$ cat src/hdl/hbd_pkg.sv
`timescale 1ns / 1ps
// ----------------------------------------------------------------------------
// HTTP body dechunker package
// Shared types and codes for the dechunker top level and its checker.
// ----------------------------------------------------------------------------
package hbd_pkg;

  // Width of the configuration write data: the widest register.
  localparam int unsigned CfgDataW = 48;
  // Width of the content length register.
  localparam int unsigned ContentLenW = 48;

  // Configuration register indexes.
  typedef enum logic [0:0] {
    REG_BODY_MODE      = 1'b0,
    REG_CONTENT_LENGTH = 1'b1
  } reg_idx_e;

  // Body framing modes (code 3 behaves as until-close).
  typedef enum logic [1:0] {
    MODE_CHUNKED   = 2'd0,
    MODE_LENGTH    = 2'd1,
    MODE_CLOSE     = 2'd2,
    MODE_CLOSE_ALT = 2'd3
  } mode_e;

  // Error codes reported with each result.
  typedef enum logic [2:0] {
    ERR_NONE        = 3'd0,
    ERR_EMPTY_SIZE  = 3'd1,
    ERR_BAD_SIZE    = 3'd2,
    ERR_AFTER_END   = 3'd3,
    ERR_EARLY_CLOSE = 3'd4
  } err_e;

  // Input item kinds.
  typedef enum logic [0:0] {
    KIND_BYTE  = 1'b0,
    KIND_CLOSE = 1'b1
  } kind_e;

  // Chunked parser phases.
  typedef enum logic [1:0] {
    PH_SIZE = 2'd0,
    PH_CR   = 2'd1,
    PH_DATA = 2'd2,
    PH_SKIP = 2'd3
  } phase_e;

  // Delimiter characters.
  localparam logic [7:0] ChCr = 8'h0D;
  localparam logic [7:0] ChLf = 8'h0A;

endpackage

$ cat src/hdl/http_body_dechunker_unit.sv
`timescale 1ns / 1ps
// ----------------------------------------------------------------------------
// HTTP body dechunker
// Recovers the payload bytes of an HTTP message body in chunked, fixed
// length or until-close mode.
// ----------------------------------------------------------------------------
// Usage:
// Requests enter on the input channel (in_valid_i / in_ready_o) as a kind
// (body byte or connection close) and a byte. Every request produces exactly
// one result on the output channel (out_valid_o / out_ready_i): a payload
// byte with its valid flag, an end-of-body flag and an error code.
// The block has an input register and a result register with the parsing
// logic between them. An accepted request waits in the input register and
// moves on once the result register is free or being taken. One request
// is taken in every cycle while results are drained. The rate is set by the
// single state update per byte in the parsing stage. When the receiver
// stalls, the result register holds and one further request is still taken
// into the input register; after that in_ready_o drops until the result is
// taken.
// Configuration (cfg_we_i, cfg_index_i, cfg_wdata_i) is to be written by the
// user only while the block is idle, which the block itself does not enforce;
// parse state is kept across writes. Reset clears both registers, the parse
// state and the configuration (chunked mode, content length zero).
// ----------------------------------------------------------------------------
module http_body_dechunker_unit #(
  parameter int unsigned LENGTH_BITS     = 48,
  parameter int unsigned CHUNK_SIZE_BITS = 31
) (
  input  logic                         clk_i,
  input  logic                         rst_ni,
  // Configuration write port
  input  logic                         cfg_we_i,
  input  hbd_pkg::reg_idx_e            cfg_index_i,
  input  logic [hbd_pkg::CfgDataW-1:0] cfg_wdata_i,
  // Input channel
  input  logic                         in_valid_i,
  output logic                         in_ready_o,
  input  logic                         kind_i,
  input  logic [7:0]                   in_byte_i,
  // Output channel
  output logic                         out_valid_o,
  input  logic                         out_ready_i,
  output logic                         payload_valid_o,
  output logic [7:0]                   payload_byte_o,
  output logic                         body_end_o,
  output hbd_pkg::err_e                error_code_o
);
  import hbd_pkg::*;

  localparam int unsigned CmpW = (LENGTH_BITS > ContentLenW) ? LENGTH_BITS : ContentLenW;
  localparam logic [LENGTH_BITS-1:0] LenMax = {LENGTH_BITS{1'b1}};

  // Hex digit decode; the valid flag is low for anything but 0-9, a-f, A-F.
  function automatic logic [4:0] hex_decode(input logic [7:0] b);
    logic [4:0] r;
    r = 5'd0;
    if (b >= 8'h30 && b <= 8'h39) begin
      r = {1'b1, 4'(b - 8'h30)};
    end else if (b >= 8'h61 && b <= 8'h66) begin
      r = {1'b1, 4'(b - 8'h57)};
    end else if (b >= 8'h41 && b <= 8'h46) begin
      r = {1'b1, 4'(b - 8'h37)};
    end
    return r;
  endfunction

  // Configuration registers.
  mode_e                  body_mode_q;
  logic [ContentLenW-1:0] content_length_q;

  always_ff @(posedge clk_i or negedge rst_ni) begin
    if (!rst_ni) begin
      body_mode_q      <= MODE_CHUNKED;
      content_length_q <= '0;
    end else if (cfg_we_i) begin
      case (cfg_index_i)
        REG_BODY_MODE:      body_mode_q <= mode_e'(cfg_wdata_i[1:0]);
        REG_CONTENT_LENGTH: content_length_q <= cfg_wdata_i[ContentLenW-1:0];
        default:            ;
      endcase
    end
  end

  // Input register stage.
  logic       in_valid_q;
  kind_e      kind_q;
  logic [7:0] byte_q;
  logic       advance;

  assign advance    = in_valid_q && (!out_valid_o || out_ready_i);
  assign in_ready_o = !in_valid_q || advance;

  always_ff @(posedge clk_i or negedge rst_ni) begin
    if (!rst_ni) begin
      in_valid_q <= 1'b0;
    end else if (in_ready_o) begin
      in_valid_q <= in_valid_i;
    end
  end

  always_ff @(posedge clk_i) begin
    if (in_valid_i && in_ready_o) begin
      kind_q <= kind_e'(kind_i);
      byte_q <= in_byte_i;
    end
  end

  // Parse state.
  phase_e                     phase_q, phase_d;
  logic [CHUNK_SIZE_BITS-1:0] chunk_left_q, chunk_left_d;
  logic                       digit_seen_q, digit_seen_d;
  logic                       last_chunk_q, last_chunk_d;
  logic [1:0]                 skip_left_q, skip_left_d;
  logic [LENGTH_BITS-1:0]     count_q, count_d;
  logic                       ended_q, ended_d;

  // Result fields computed in the parsing stage.
  logic  res_pvalid, res_end;
  err_e  res_err;

  logic [4:0]             hex;
  logic [LENGTH_BITS-1:0] count_inc;
  logic                   len_reached, len_reached_inc;
  logic [CHUNK_SIZE_BITS-1:0] chunk_dec;
  logic [1:0]             skip_dec;

  assign hex             = hex_decode(byte_q);
  assign count_inc       = (count_q == LenMax) ? count_q : count_q + LENGTH_BITS'(1);
  assign len_reached     = CmpW'(count_q) >= CmpW'(content_length_q);
  assign len_reached_inc = CmpW'(count_inc) >= CmpW'(content_length_q);
  assign chunk_dec       = (chunk_left_q != '0) ? chunk_left_q - CHUNK_SIZE_BITS'(1) :
                                                  chunk_left_q;
  assign skip_dec        = (skip_left_q != 2'd0) ? skip_left_q - 2'd1 : skip_left_q;

  // Next state and result for the request in the input register.
  always_comb begin
    phase_d      = phase_q;
    chunk_left_d = chunk_left_q;
    digit_seen_d = digit_seen_q;
    last_chunk_d = last_chunk_q;
    skip_left_d  = skip_left_q;
    count_d      = count_q;
    ended_d      = ended_q;
    res_pvalid   = 1'b0;
    res_end      = 1'b0;
    res_err      = ERR_NONE;

    if (kind_q == KIND_CLOSE) begin
      if (!ended_q) begin
        ended_d = 1'b1;
        if (body_mode_q == MODE_CHUNKED) begin
          res_err = ERR_EARLY_CLOSE;
        end else if (body_mode_q == MODE_LENGTH && !len_reached) begin
          res_err = ERR_EARLY_CLOSE;
        end else begin
          res_end = 1'b1;
        end
      end
    end else if (ended_q) begin
      res_err = ERR_AFTER_END;
    end else begin
      case (body_mode_q)
        MODE_CHUNKED: begin
          case (phase_q)
            PH_SIZE: begin
              if (byte_q == ChCr) begin
                phase_d = PH_CR;
              end else if (!hex[4] ||
                           chunk_left_q[CHUNK_SIZE_BITS-1:CHUNK_SIZE_BITS-4] != 4'd0) begin
                ended_d = 1'b1;
                res_err = ERR_BAD_SIZE;
              end else begin
                chunk_left_d = {chunk_left_q[CHUNK_SIZE_BITS-5:0], hex[3:0]};
                digit_seen_d = 1'b1;
              end
            end
            PH_CR: begin
              if (byte_q != ChLf) begin
                ended_d = 1'b1;
                res_err = ERR_BAD_SIZE;
              end else if (!digit_seen_q) begin
                ended_d = 1'b1;
                res_err = ERR_EMPTY_SIZE;
              end else begin
                digit_seen_d = 1'b0;
                if (chunk_left_q == '0) begin
                  last_chunk_d = 1'b1;
                  phase_d      = PH_SKIP;
                  skip_left_d  = 2'd2;
                end else begin
                  last_chunk_d = 1'b0;
                  phase_d      = PH_DATA;
                end
              end
            end
            PH_DATA: begin
              count_d      = count_inc;
              chunk_left_d = chunk_dec;
              res_pvalid   = 1'b1;
              if (chunk_dec == '0) begin
                phase_d     = PH_SKIP;
                skip_left_d = 2'd2;
              end
            end
            default: begin
              skip_left_d = skip_dec;
              if (skip_dec == 2'd0) begin
                phase_d      = PH_SIZE;
                chunk_left_d = '0;
                if (last_chunk_q) begin
                  ended_d = 1'b1;
                  res_end = 1'b1;
                end
              end
            end
          endcase
        end
        MODE_LENGTH: begin
          if (len_reached) begin
            ended_d = 1'b1;
            res_err = ERR_AFTER_END;
          end else begin
            count_d    = count_inc;
            res_pvalid = 1'b1;
            if (len_reached_inc) begin
              ended_d = 1'b1;
              res_end = 1'b1;
            end
          end
        end
        default: begin
          count_d    = count_inc;
          res_pvalid = 1'b1;
        end
      endcase
    end
  end

  // Parse state registers, updated as a request moves to the result register.
  always_ff @(posedge clk_i or negedge rst_ni) begin
    if (!rst_ni) begin
      phase_q      <= PH_SIZE;
      chunk_left_q <= '0;
      digit_seen_q <= 1'b0;
      last_chunk_q <= 1'b0;
      skip_left_q  <= 2'd0;
      count_q      <= '0;
      ended_q      <= 1'b0;
    end else if (advance) begin
      phase_q      <= phase_d;
      chunk_left_q <= chunk_left_d;
      digit_seen_q <= digit_seen_d;
      last_chunk_q <= last_chunk_d;
      skip_left_q  <= skip_left_d;
      count_q      <= count_d;
      ended_q      <= ended_d;
    end
  end

  // Result register.
  logic out_valid_q;

  always_ff @(posedge clk_i or negedge rst_ni) begin
    if (!rst_ni) begin
      out_valid_q <= 1'b0;
    end else if (advance) begin
      out_valid_q <= 1'b1;
    end else if (out_ready_i) begin
      out_valid_q <= 1'b0;
    end
  end

  always_ff @(posedge clk_i) begin
    if (advance) begin
      payload_valid_o <= res_pvalid;
      payload_byte_o  <= res_pvalid ? byte_q : 8'd0;
      body_end_o      <= res_end;
      error_code_o    <= res_err;
    end
  end

  assign out_valid_o = out_valid_q;

endmodule

$ cat config.mk
export PLATFORM = sky130hd
export DESIGN_NAME = http_body_dechunker_unit
export DESIGN_NICKNAME = d
export VERILOG_FILES = /design/src/hdl/hbd_pkg.sv /design/src/hdl/http_body_dechunker_unit.sv
export SDC_FILE = /design/constraint.sdc
export NUM_CORES = 1
export LEC_CHECK = 0
export ABC_AREA = 0
export BUFFER_PORTS_ARGS = -buffer_cell sky130_fd_sc_hd__buf_2
export CORE_MARGIN = 4
export CORE_UTILIZATION = 35
export DETAILED_ROUTE_END_ITERATION = 8
export PLACE_DENSITY_LB_ADDON = 0.1
export REMOVE_ABC_BUFFERS = 1
export SETUP_SLACK_MARGIN = 0.15
export SYNTH_ARGS = -nofsm -noshare
export SYNTH_HDL_FRONTEND = slang
export SYNTH_SLANG_ARGS = --single-unit
$ cat constraint.sdc
create_clock -name clk_i -period 4.4 [get_ports clk_i]
set_input_delay 0.22 -clock clk_i [delete_from_list [all_inputs] [get_ports clk_i]]
set_output_delay 0.22 -clock clk_i [all_outputs]
set_load 0.02 [all_outputs]
# Yosys cells after proc, flatten, opt, wreduce, memory -nomap -nowiden
# Cells that the tools add are included.
[op_classes] bitwise=6 mux=69 n_addsub=6 n_eq_ne=15 n_lt_le_gt_ge=8 reduce_logical=34
[op_table] op="$mux 48" n=3
[op_table] op="$mux 31" n=4
[op_table] op="$ge 48x48->1" n=2
[op_table] op="$pmux 48 s2" n=1
[op_table] op="$pmux 31 s3" n=1
[op_table] op="$logic_not 31->1" n=2
[op_table] op="$add 48x1->48 const B" n=1
[op_table] op="$eq 48x48->1 const B" n=1
[op_table] op="$reduce_bool 31->1" n=1
[op_table] op="$sub 31x1->31 const B" n=1
[op_table] op="$mux 2" n=15
[op_table] op="$mux 1" n=29
[op_table] op="$reduce_and 9->1" n=2
[op_table] op="$ge 8x7->1 const B" n=2
[op_table] op="$le 8x7->1 const B" n=2
[op_table] op="$ne 2x2->1 const B" n=8
[op_table] op="$reduce_and 8->1" n=2
[op_table] op="$mux 5" n=3
[op_table] op="$mux 3" n=4
[op_table] op="$pmux 2 s3" n=2
[op_table] op="$eq 8x4->1 const B" n=1
[op_table] op="$ge 8x6->1 const B" n=1
[op_table] op="$le 8x6->1 const B" n=1
[op_table] op="$ne 8x4->1 const B" n=1
[op_table] op="other kinds (21)" n=48
[word_totals] input_bits=63 register_bits=160

# Logic depth before layout (Yosys ltp)
[logic_depth] ltp_word=13 depth_mapped=19 ltp_nobuf=18

# Least setup slack after synthesis
# OpenSTA, ideal clock, no wires.
[synth_timing] path_type="register to register" start="reg count_q[2]" end="reg body_end_o, data pin" path_stages_with_launch=17 setup_time_ps=257 synth_period_minus_slack_ps=4086 arrival_ps=3829 path_buffers=1 required_time_ps=4143 slack_ps=314 path_cell_list="dfrtp_1 clkbuf_1 nand4_1 nor4_1 o311a_1 nand2_1 or3_1 nor3_1 xor2_1 ha_1 a2111oi_0 o21ai_0 o21ai_0 a311o_1 a21boi_0 o21ai_0 a32o_1"
[synth_via] elab_chain_len=8 elab_cells_between_ends=15
[synth_rtl] item="from (decl)" line_no="http_body_dechunker_unit.sv:114" text="logic [LENGTH_BITS-1:0] count_q, count_d;"
[synth_rtl] item="from (signal assigned)" line_no="http_body_dechunker_unit.sv:255" text="count_q <= count_d;"
[synth_rtl] item="$add 48x1->48 or $eq 48x48->1 (tied branches)" line_no="http_body_dechunker_unit.sv:128" text="assign count_inc = (count_q == LenMax) ? count_q : count_q + LENGTH_BITS'(1);"
[synth_rtl] item="$mux 48 (*)" line_no="http_body_dechunker_unit.sv:128"
[synth_rtl] item="net count_inc[43]" line_no="http_body_dechunker_unit.sv:122" text="logic [LENGTH_BITS-1:0] count_inc;"
[synth_rtl] item="$ge 48x48->1 (*)" line_no="http_body_dechunker_unit.sv:130" text="assign len_reached_inc = CmpW'(count_inc) >= CmpW'(content_length_q);"
[synth_rtl] item="$mux 1 (*)" line_no="http_body_dechunker_unit.sv:225" text="if (len_reached_inc) begin"
[synth_rtl] item="$mux 1 (*)" line_no="http_body_dechunker_unit.sv:219" text="if (len_reached) begin"
[synth_rtl] item="$pmux 1 s2 (*)" line_no="http_body_dechunker_unit.sv:162" text="case (body_mode_q)"
[synth_rtl] item="$mux 1 (*)" line_no="http_body_dechunker_unit.sv:159" text="end else if (ended_q) begin"
[synth_rtl] item="$mux 1 (*)" line_no="http_body_dechunker_unit.sv:148" text="if (kind_q == KIND_CLOSE) begin"
[synth_rtl] item="net res_end" line_no="http_body_dechunker_unit.sv:118" text="logic res_pvalid, res_end;"
[synth_rtl] item="to (signal assigned)" line_no="http_body_dechunker_unit.sv:277" text="body_end_o <= res_end;"
[synth_rtl] item="to (decl)" line_no="http_body_dechunker_unit.sv:45" text="output logic body_end_o,"
# The timed path passes the listed nets; every way through them passes the cells marked *.
# A chain may end at the register's enable or synchronous reset.

# Final worst setup path
[layout_timing] start="reg count_q[36]" end="reg body_end_o, data pin"
[layout_via] elab_chain_len=8 elab_cells_between_ends=15
[layout_rtl] item="$eq 48x48->1" line_no="http_body_dechunker_unit.sv:128"
[layout_rtl] item="$mux 48" line_no="http_body_dechunker_unit.sv:128"
[layout_rtl] item="net count_inc[33]" line_no="http_body_dechunker_unit.sv:122"
[layout_rtl] item="$ge 48x48->1" line_no="http_body_dechunker_unit.sv:130"
[layout_rtl] item="$mux 1" line_no="http_body_dechunker_unit.sv:225"
[layout_rtl] item="$mux 1" line_no="http_body_dechunker_unit.sv:219"
[layout_rtl] item="$pmux 1 s2" line_no="http_body_dechunker_unit.sv:162"
[layout_rtl] item="$mux 1" line_no="http_body_dechunker_unit.sv:159"
[layout_rtl] item="$mux 1" line_no="http_body_dechunker_unit.sv:148"
[layout_rtl] item="net res_end" line_no="http_body_dechunker_unit.sv:118"
# The timed path passes the listed nets, and every way through them passes these cells.

==> results.md <==
- The routed design has between 30,000 and 40,000 um of wire.
- In this run the worst path has a maximum fanout of 4.
- The power spent charging and discharging nets is approximately 1.5 mW.
- The diode insertion count for antenna repair is 0.
- The clock tree root driver cell is sky130_fd_sc_hd__clkbuf_16.
- Sorting the synthesized cells by area gives the leading types as sky130_fd_sc_hd__dfrtp_1 30%, sky130_fd_sc_hd__ha_1 12%, sky130_fd_sc_hd__edfxtp_1 5.8%.
- The first global-routing pass estimated 51,400 um of wire.
- The number of synthesized flops with an enable pin is 22.
- In this design, the stage delay of the slowest critical-path cell is approximately 0.45 ns.
- The later pin in the worst-skew pair is clocked with a latency of about 0.43 ns.
- The final period demand of the worst path is between 4 and 5 ns.
- The CTS tree is yes.
- STA classifies the critical path endpoint as a flip-flop.
- The maximum vdd drop is ~0.29 mV.
- The leading area contributor after synthesis is sky130_fd_sc_hd__dfrtp_1.
- In the routed design, unresolved DRC markers number 0.
- Summed over all failing endpoints, the final setup total negative slack is 0 ns.
- Of the total synthesized cell area, the portion taken by AND, OR, NAND and NOR gates is 0.198.
- The setup violation total in the final timing report is 0.
- Setup repair after global routing left no endpoint under its margin.
- Of the total synthesized cell area, the portion taken by full adders, half adders and majority gates is 0.117.
- The final core utilization is 0.434.
- Counting instances in the post-synthesis netlist gives the leading cell types as 138 x sky130_fd_sc_hd__dfrtp_1, 106 x sky130_fd_sc_hd__ha_1, 100 x sky130_fd_sc_hd__nand2_1.
- The achievable clock frequency is 0.246 GHz.
- The number of cells after detailed placement is roughly 1,800.
- The most used flip-flop cell after synthesis is sky130_fd_sc_hd__dfrtp_1.
- The initial DRC count is roughly 430.
- The number of buffers created by CTS is 17.
- After synthesis, the largest family of logic cells by area is simple AND/OR/NAND/NOR gates.
- The initial standard-cell utilization of the core is 0.357.
- The clock net in this run drives a total of 160 sinks.
- The total power of the final layout is between 4 and 5 mW.
- The setup skew after layout is approximately 0.013 ns.
- Detailed placement ended at an HPWL of around 23,000 um.
- The standard cell core area is 0.0318 mm^2.
- Of the total power, combinational logic draws 0.253.
- The number of antenna violations at the first check in global routing came to 1.
- Buffers placed on the I/O ports in this run total 77.
- The xor and xnor fraction of the mapped netlist area is 0.0802.
- In the post-synthesis netlist, the cell with the most instances is sky130_fd_sc_hd__dfrtp_1.
- The deepest level of the CTS H-tree is 4.
- The path category of the worst min-delay check is in -> reg.
- The count of pins on the block boundary is between 70 and 80.
- The slew of the pin with the lowest slew margin is approximately 0.94 ns.
- The die is between 150 and 200 um wide.
- Synthesis handed over a netlist of between 1,000 and 1,500 instances.
- The cell internal power dissipation is around 3 mW.
- Routability-driven placement finished with a final weighted congestion of around 0.85.
- OpenSTA, run right after detailed placement, puts the worst setup slack at -0.134 ns.
- The part of the Yosys area used for sequential elements is 0.362.
- The global route total overflow is 0.
- The clock slew seen by the registers of the worst setup and hold paths is approximately 0.070 ns.
- The flow ran to the end, and the final reports show no timing, DRC or antenna violations.
- The complex-gate fraction of the synthesized area is 0.140.
- Once detail routing completed, the nets flagged for antenna violations numbered 0.
- The synthesized area divided by synthesized cell count is around 9.3 um^2.
- The critical path startpoint category is a flip-flop.
- The count of nets after finishing is between 1,500 and 2,000.
- The number of failing hold endpoints at the final stage is 0.
- The largest net degree at the start of global routing is between 90 and 100.
- Of the cells placed in the final design, the portion with a size suffix greater than 1 is 0.224.
- Data on the critical path is required at its endpoint by around 4.6 ns.
- The signal on the critical path passes through and4_4, nand4_1, or4_4, o311a_1, nand2_1, buf_4, nor2_1, xor2_1, ha_1, a21o_1, a21o_1, a21oi_1, nor2_1, o21ai_1, a311o_1, a21boi_4, buf_4, o21ai_0, a32o_1.
- The minimum setup slack in the final design is roughly 0.33 ns.
- In this run, synthesis produced a sequential element count of 160.
- In the synthesized netlist the async set-or-reset flop fraction comes to 0.863.
- The critical path's slowest cell is sky130_fd_sc_hd__or4_4.
- Of the total power, the share spent switching nets is 0.326.
- The share of synthesized area in the top cell type comes to 0.304.
- The detailed router placed 9,630 vias in this run.
- The final cell count without fillers is 1,832.
- The floorplan has between 60 and 70 rows.
- The number of iterations in the first detailed-routing pass is 7.
- The routed length per instance is 17.2 um.
- The relative contribution of the clock network to total power is 0.343.
- The full die area is about 0.035 mm^2.
- STA puts the critical path data arrival time at approximately 4.3 ns.
- The multiplexer area fraction after synthesis is 0.0552.
- The count of distinct cell types in the synthesized netlist is 81.
- The area growth from synthesis to layout is 21.6%.
- The cell area after synthesis is approximately 0.011 mm^2.
- The number of pins exceeding their max-slew limit in the final report is 0.
- The die is 188 um tall.
- The part of the power in registers is 0.404.
- The number of global-route vias before repair was a little under 10,000.
- By startpoint and endpoint, the worst setup path is classified as reg -> reg.
- The relative slew slack is 0.376.
- Dividing the final minimum period by the clock period gives 0.925.
- The clock passes through at most 2 buffers.
- In this run the power density over the cells is about 320 mW/mm^2.
- The tool flagged a number of max-cap violations equal to 0.
- During synthesis, Yosys emitted a total of 0 warnings.
- In this run the static leakage power is ~6.3 nW.
- The overall track demand over capacity in global routing is 0.178.
- Using the TritonRoute via totals, the vias-per-cell ratio works out to 5.26.
[final timing paths]
kind                                              start                               end  slack [ns]  cells after the start
worst max-delay path            count_q[36]$_DFFE_PN0P_              body_end_o$_DFFE_PP_        0.33                     19
worst min-delay path                    cfg_wdata_i[10]  content_length_q[10]$_DFFE_PN0P_        0.02                      2
worst max register to register  count_q[36]$_DFFE_PN0P_              body_end_o$_DFFE_PP_        0.33                     19
worst min register to register   in_valid_q$_DFFE_PN0N_           out_valid_o$_DFFE_PN0P_        0.48                      1
max in group asynchronous                        rst_ni            count_q[0]$_DFFE_PN0P_        3.00                      3
min in group asynchronous                        rst_ni  content_length_q[16]$_DFFE_PN0P_        0.48                      2
[sequential cells by signal, summed over array words and instances (netlist names)]
name / cells
last_chunk_q: 1
body_end_o: 1
error_code_o: 3
payload_byte_o: 8
phase_q: 2
content_length_q: 48
skip_left_q: 2
payload_valid_o: 1
byte_q: 8
kind_q: 1
count_q: 48
ended_q: 1
body_mode_q: 2
out_valid_o: 1
chunk_left_q: 31
digit_seen_q: 1
in_valid_q: 1
[layout by cell type (no fill, tap or decap), types with 5 or more instances in the layout]
cell type,Yosys,routed
sky130_fd_sc_hd__dfrtp_1,138,137
sky130_fd_sc_hd__a31oi_1,18,17
sky130_fd_sc_hd__inv_1,79,79
sky130_fd_sc_hd__o22ai_1,15,15
sky130_fd_sc_hd__nor3_2,2,5
sky130_fd_sc_hd__or4_4,4,5
sky130_fd_sc_hd__or3_1,6,5
sky130_fd_sc_hd__clkbuf_16,0,17
sky130_fd_sc_hd__nand4_1,32,32
sky130_fd_sc_hd__a32oi_1,10,10
sky130_fd_sc_hd__mux2_2,51,51
sky130_fd_sc_hd__buf_2,5,76
sky130_fd_sc_hd__xor2_1,46,46
sky130_fd_sc_hd__a22oi_1,8,8
sky130_fd_sc_hd__ha_1,106,105
sky130_fd_sc_hd__nand2_1,100,97
sky130_fd_sc_hd__nand3_1,44,43
sky130_fd_sc_hd__buf_4,1,85
sky130_fd_sc_hd__and2_1,15,15
sky130_fd_sc_hd__o21ai_1,10,14
sky130_fd_sc_hd__a21oi_1,62,60
sky130_fd_sc_hd__nor4_2,5,6
sky130_fd_sc_hd__o2111ai_1,5,5
sky130_fd_sc_hd__nor3_1,31,26
sky130_fd_sc_hd__xnor2_1,58,58
sky130_fd_sc_hd__o21ai_0,61,55
sky130_fd_sc_hd__edfxtp_1,22,22
sky130_fd_sc_hd__and4_1,12,10
sky130_fd_sc_hd__or4_1,7,6
sky130_fd_sc_hd__dlygate4sd3_1,0,28
sky130_fd_sc_hd__nand2b_1,7,7
sky130_fd_sc_hd__o211ai_1,7,7
sky130_fd_sc_hd__nor4_1,10,9
sky130_fd_sc_hd__a21o_1,6,6
sky130_fd_sc_hd__nand3_2,4,5
sky130_fd_sc_hd__nor2_1,95,90
sky130_fd_sc_hd__and3_1,13,10
sky130_fd_sc_hd__nor2_2,2,5
[cell families after synthesis]
family                     count (synthesis)
AOI/OAI and AO/OA                        249
xor gates and xnor gates                 104
adders and majority gates                106
buffers and inverters                    130
DFF                                      160
muxes                                     56
and+or+nand+nor                          418
[cell type report]
type	count	area, um^2
Multi-Input combinational cell	933	6920
Inverter	80	300
Clock buffer	21	460
Timing Repair Buffer	192	1340
Fill cell	3156	18000
Clock inverter	11	131
Sequential cell	160	4120
Tap cell	435	544
[power groups by stage]
stage,Sequential [mW],Combinational [mW],Clock [mW]
6_report,1.80,1.13,1.53
5_1_grt,1.82,1.26,1.64
4_1_cts,1.80,1.11,1.58
3_5_place_dp,1.83,1.08,0
3_3_place_gp,1.82,1.07,0
2_1_floorplan,1.81,0.709,0
[what timing repair did]
item / 4_1_cts / 5_1_grt
setup endpoints to repair: 2 / 2
pin swaps: 0 / 15
hold buffers: 28 / 0
gates resized for setup: 10 / 44
cloned: 0 / 0
setup buffers: 0 / 6
endpoints found under the hold margin: 119 / 0
[through the flow]
| step | hold slack [ns] | cell area (um^2) |
|---|---|---|
| after floorplan | -0.0756 | 11100 |
| after global placement | 0.398 | 12700 |
| after detailed placement | 0.398 | 12700 |
| after CTS | 0.00114 | 13600 |
| after global routing | 0.00520 | 13800 |
| final | 0.0177 | 13800 |
[metal layers]
metal / wire length (um) / vias up / GRT usage
li1: - / 4788 / -
met1: 14700 / 4619 / 0.236
met2: 15100 / 183 / 0.301
met3: 1150 / 38 / 0.0294
met4: 529 / 2 / 0.0497
met5: 13 / - / 0
[worst max-delay path: cells and delay by family (launching register included)]
kind | cells | cell delay [ns]
AND/OR/NAND/NOR | 6 | 1.03
buffers and inverters | 2 | 0.27
adder cells (fa/ha/maj) | 1 | 0.30
flip-flops | 1 | 0.36
AO/OA/AOI/OAI | 9 | 1.72
XOR/XNOR | 1 | 0.15
Power figures use the tool's default switching activity.
